$ cat src/rtl/core/lhp_pkg.sv
// Shared types and constants of the latency histogram profiler.
package lhp_pkg;

    // Configuration register indexes
    localparam logic CFG_BUCKET_WIDTH = 1'b0;
    localparam logic CFG_BUCKET_COUNT = 1'b1;

    // Fixed field widths
    localparam int FIELD_TIME_W = 48;
    localparam int IN_DATA_W    = 64;
    localparam int OUT_DATA_W   = 320;

    typedef enum logic [1:0] {
        OP_BEGIN  = 2'd0,
        OP_END    = 2'd1,
        OP_MEDIAN = 2'd2,
        OP_READ   = 2'd3
    } t_op;

    typedef enum logic [3:0] {
        ST_CLEAR,
        ST_IDLE,
        ST_DISPATCH,
        ST_DIV,
        ST_ROUND,
        ST_UPD_RD,
        ST_UPD_WR,
        ST_MED_RD,
        ST_MED_ACC,
        ST_SEL_RD,
        ST_OUT
    } t_state;

    // Commands from controller to datapath
    typedef struct packed {
        logic load;
        logic clr_wr;
        logic begin_wr;
        logic div_init;
        logic div_step;
        logic round;
        logic mem_rd;
        logic mem_inc;
        logic med_init;
        logic med_acc;
        logic sel_init;
        logic out_load;
    } t_cmd;

    // Status from datapath to controller
    typedef struct packed {
        logic clr_done;
        logic div_done;
        logic med_stop;
        logic bad_label;
        logic out_free;
        t_op  op;
    } t_sts;

endpackage

$ cat src/rtl/core/lhp_ctrl.sv
// Sequencing state machine of the latency histogram profiler.
module lhp_ctrl (
    input  logic          i_clk,
    input  logic          i_rst_n,
    input  logic          i_accept,
    input  lhp_pkg::t_sts i_sts,
    output logic          o_ready,
    output lhp_pkg::t_cmd o_cmd
);

    lhp_pkg::t_state r_state, n_state;

    // State register
    always_ff @(posedge i_clk) begin
        if (!i_rst_n) begin
            r_state <= lhp_pkg::ST_CLEAR;
        end else begin
            r_state <= n_state;
        end
    end

    // Next state and commands
    always_comb begin
        n_state = r_state;
        o_cmd   = '0;
        o_ready = 1'b0;
        case (r_state)
            lhp_pkg::ST_CLEAR: begin
                o_cmd.clr_wr = 1'b1;
                if (i_sts.clr_done) n_state = lhp_pkg::ST_IDLE;
            end
            lhp_pkg::ST_IDLE: begin
                o_ready = 1'b1;
                if (i_accept) begin
                    o_cmd.load = 1'b1;
                    n_state    = lhp_pkg::ST_DISPATCH;
                end
            end
            lhp_pkg::ST_DISPATCH: begin
                if (i_sts.bad_label) begin
                    n_state = lhp_pkg::ST_OUT;
                end else begin
                    case (i_sts.op)
                        lhp_pkg::OP_BEGIN: begin
                            o_cmd.begin_wr = 1'b1;
                            n_state        = lhp_pkg::ST_OUT;
                        end
                        lhp_pkg::OP_END: begin
                            o_cmd.div_init = 1'b1;
                            n_state        = lhp_pkg::ST_DIV;
                        end
                        lhp_pkg::OP_MEDIAN: begin
                            o_cmd.med_init = 1'b1;
                            n_state        = lhp_pkg::ST_MED_RD;
                        end
                        default: begin
                            o_cmd.sel_init = 1'b1;
                            n_state        = lhp_pkg::ST_SEL_RD;
                        end
                    endcase
                end
            end
            lhp_pkg::ST_DIV: begin
                o_cmd.div_step = 1'b1;
                if (i_sts.div_done) n_state = lhp_pkg::ST_ROUND;
            end
            lhp_pkg::ST_ROUND: begin
                o_cmd.round = 1'b1;
                n_state     = lhp_pkg::ST_UPD_RD;
            end
            lhp_pkg::ST_UPD_RD: begin
                o_cmd.mem_rd = 1'b1;
                n_state      = lhp_pkg::ST_UPD_WR;
            end
            lhp_pkg::ST_UPD_WR: begin
                o_cmd.mem_inc = 1'b1;
                n_state       = lhp_pkg::ST_OUT;
            end
            lhp_pkg::ST_MED_RD: begin
                o_cmd.mem_rd = 1'b1;
                n_state      = lhp_pkg::ST_MED_ACC;
            end
            lhp_pkg::ST_MED_ACC: begin
                o_cmd.med_acc = 1'b1;
                n_state = i_sts.med_stop ? lhp_pkg::ST_OUT : lhp_pkg::ST_MED_RD;
            end
            lhp_pkg::ST_SEL_RD: begin
                o_cmd.mem_rd = 1'b1;
                n_state      = lhp_pkg::ST_OUT;
            end
            lhp_pkg::ST_OUT: begin
                if (i_sts.out_free) begin
                    o_cmd.out_load = 1'b1;
                    n_state        = lhp_pkg::ST_IDLE;
                end
            end
            default: n_state = lhp_pkg::ST_IDLE;
        endcase
    end

endmodule

$ cat config.mk
export PLATFORM = sky130hd
export DESIGN_NAME = lhp_ctrl
export DESIGN_NICKNAME = d
export VERILOG_FILES = /design/src/rtl/core/lhp_pkg.sv /design/src/rtl/core/lhp_ctrl.sv
export SDC_FILE = /design/constraint.sdc
export NUM_CORES = 1
export LEC_CHECK = 0
export BUFFER_PORTS_ARGS = -buffer_cell sky130_fd_sc_hd__buf_2
export CAP_MARGIN = 20
export CELL_PAD_IN_SITES_DETAIL_PLACEMENT = 0
export CELL_PAD_IN_SITES_GLOBAL_PLACEMENT = 1
export CORE_MARGIN = 8
export CORE_UTILIZATION = 33
export CTS_BUF_LIST = sky130_fd_sc_hd__clkbuf_8 sky130_fd_sc_hd__clkbuf_16
export DETAILED_ROUTE_END_ITERATION = 7
export PLACE_DENSITY_LB_ADDON = 0.15
export SETUP_SLACK_MARGIN = 0.02
export SYNTH_ARGS = -nofsm -noshare
export SYNTH_HDL_FRONTEND = slang
export SYNTH_SLANG_ARGS = --single-unit
$ cat constraint.sdc
create_clock -name i_clk -period 5 [get_ports i_clk]
set_clock_uncertainty 0.2 [all_clocks]
set_input_delay 1 -clock i_clk [delete_from_list [all_inputs] [get_ports i_clk]]
set_output_delay 1 -clock i_clk [all_outputs]
set_load 0.005 [all_outputs]
==> metrics.csv <==
stage,metric,value,unit
synth,#FFs+latches synth,4,
worst_setup_path,critical path endpoint category,output port,
power,static leakage,0.000324,uW
worst_setup_path,critical path type,in2out,
layout,final std cells w/o fill,107,
timing,post-route setup slack,2100,ps
clocking,CTS tree,yes,
worst_hold_path,hold path cells,2,
die,Initial Util,0.352,
synth,ranking of synthesized cells by area,"dfxtp_1, ha_1, inv_1",
clocking,Max H-tree Level,1,
run,number of max-cap violations,0,
layout,# fillers,172,
grt,largest net degree at the start of global routing,16,
layout,largest registers,r_state (4),
synth,"count leader, synth",inv_1,
worst_setup_path,R2R depth,4,
worst_setup_path,CP max stage cell,nor4_1,
timing,Setup Viol. Count Final,0,
clocking,post-CTS sizing,0,
detailed_routing,post-route ant nets,0,
detailed_routing,Iter 0 DRT Violations,11,
clocking,CTS Sinks,4,
placed_design,pre-CTS setup slack,2070,ps
synth,Post-synth ARST share,0,
layout,max FFs per register,4,
grt,first-pass GRT wire length,2.31,mm
synth,syn_area_per_cell,7.37,um2
clocking,cts bufs inserted,3,
timing,setup TNS,0,ps
die,area of the core,1510,um2
timing,Fin. Hold Viols,0,
layout,final instance area,659,um2
worst_setup_path,"delay-heaviest family, CP",buffers and inverters,
clocking,setup bufs post-CTS,0,
synth,post-synthesis cell area,531,um2
worst_setup_path,CP Max Fanout,3,
detailed_routing,DRC Markers,0,
grt,vias in the first global route,522,
timing,max-slew violation count,0,
clocking,clock latency on the worst-skew pair,210,ps
grt,Total GRT Usage,0.0860,
grt,initial antenna violation count,0,
synth,Post-Syn Nets,87,
die,Ports,23,
worst_setup_path,CP most frequent cell,buf_2,
worst_setup_path,Setup crit start kind,input port,
detailed_routing,DR pass1 iterations,4,
power,power per cell area,223,nW/um2
worst_setup_path,CP peak stage delay,250,ps
synth,Synth cell types,32,
detailed_routing,drt total wl,1.38,mm
die,Die Ht,56.1,um
clocking,CTS root buf,clkbuf_8,
synth,number of synthesized flops with an enable pin,0,
timing,Worst Max-Slew Pin Slew,445,ps
clocking,"CTS clk-pin slew, worst paths",30,ps
layout,Reg with most FFs,r_state,
synth,Post-Syn Instances,72,
layout,fraction of layout cells with a size suffix above 1,0.297,
worst_setup_path,WP depth,5,
worst_setup_path,CP cell instances,buf_2 > ha_1 > inv_1 > nor4_1 > buf_2,
synth,post-synth top area cell,dfxtp_1,
run_status,outcome,finished clean,
worst_setup_path,"Data arrival, critical path",1700,ps
placed_design,Post-Place Cells,104,
timing,RSZ-0062 raised after global routing,false,
layout,layout net count,108,
timing,Hold WS,454,ps
layout,Area Growth Syn to Fin,24.3,%
synth,"Seq/Total Area, Yosys",0.151,
timing,period utilization,0.580,
detailed_routing,routed length per instance,12.9,um
placed_design,I/O Buffers,22,
placed_design,DP Area,618,um2
die,area of the die,3150,um2
clocking,clk buf depth,2,
detailed_routing,Via density,5.32,
clocking,CTS Hold Bufs,0,
synth,"top cells by count, synth","inv_1, nor2_1, ha_1",
synth,Yosys Warn Count,0,
timing,achievable frequency,0.345,GHz
die,Die X,56.1,um
placed_design,dpl hpwl,1.11,mm
die,cell row count,14,
worst_hold_path,Hold WC Path Type,reg2reg,
timing,min Tclk post-route,2900,ps
synth,Main synth FF type,dfxtp_1,
grt,gr ovfl total,0,
placed_design,Placer Congestion,0.711,
layout,number of diodes,0,
synth,top-area cell type share of the netlist area,0.151,
power,worst vdd ir,0.211,mV
detailed_routing,Vias,569,
worst_setup_path,Critical Path RT,3800,ps
worst_setup_path,Buf/Inv on CP,3,
timing,Rel. slew slack,0.703,
## metal layers
metal,GRT usage,share of wire
met2,0.130,0.48
met4,0.0309,0
met1,0.108,0.47
met5,0,0
met3,0.0297,0.053
## cells by family after synthesis
| logic type | Yosys count | share of synthesized area |
|---|---|---|
| adders and majority gates | 5 | 0.118 |
| AOI/OAI and AO/OA | 20 | 0.278 |
| buffers and inverters | 13 | 0.130 |
| muxes | 1 | 0.0189 |
| and+or+nand+nor | 29 | 0.304 |
| DFF | 4 | 0.151 |
## power breakdown
| part | leakage [uW] | internal (uW) | switching [uW] |
|---|---|---|---|
| Clock | 0.0000216 | 51.1 | 14.5 |
| Combinational | 0.000270 | 20.9 | 21.1 |
| Sequential | 0.0000325 | 34.2 | 5.36 |
| Total | 0.000324 | 106 | 41.0 |
## stage by stage
stage	utilization	total power, uW
after floorplan	-	71.5
after global placement	0.410	82.8
after detailed placement	0.410	82.0
after CTS	0.438	150
after global routing	0.438	160
final	0.438	147
## cell type report
class,count,area (um2),area share
Timing Repair Buffer,22,110,0.167
Inverter,7,26.3,0.0398
Multi-Input combinational cell,55,382,0.579
Tap cell,16,20.0,0.0304
Sequential cell,4,80.1,0.121
Clock buffer,3,41.3,0.0626
## path summary, 6_finish.rpt
kind / startpoint / end / slack [ps]
setup / recovery: i_sts[0] / o_cmd[1] / 2100
hold / removal: r_state[1]$_SDFFE_PN0P_ / r_state[1]$_SDFFE_PN0P_ / 450
setup reg to reg: r_state[2]$_SDFFE_PN0P_ / r_state[0]$_SDFFE_PN0P_ / 3170
hold reg to reg: r_state[1]$_SDFFE_PN0P_ / r_state[1]$_SDFFE_PN0P_ / 450
## cell usage in the layout (no fill, tap or decap), types with 2 or more instances in the layout
cell / instances
clkbuf_8: 3
inv_1: 7
nor2b_1: 2
nor2_1: 6
o22ai_1: 2
dfxtp_1: 4
nor4_1: 3
o21ai_0: 4
buf_2: 22
and2_1: 3
ha_1: 5
nor3_1: 3
nand2b_1: 2
nand2_1: 4
or2_1: 2
a21o_1: 2
o31a_1: 2
## tightest hold or removal path: stages, from the launching register on
cell     delay, ps
dfxtp_1        430
nand2_1        110
mux2i_1         60
(Power assumes the default switching activity.)
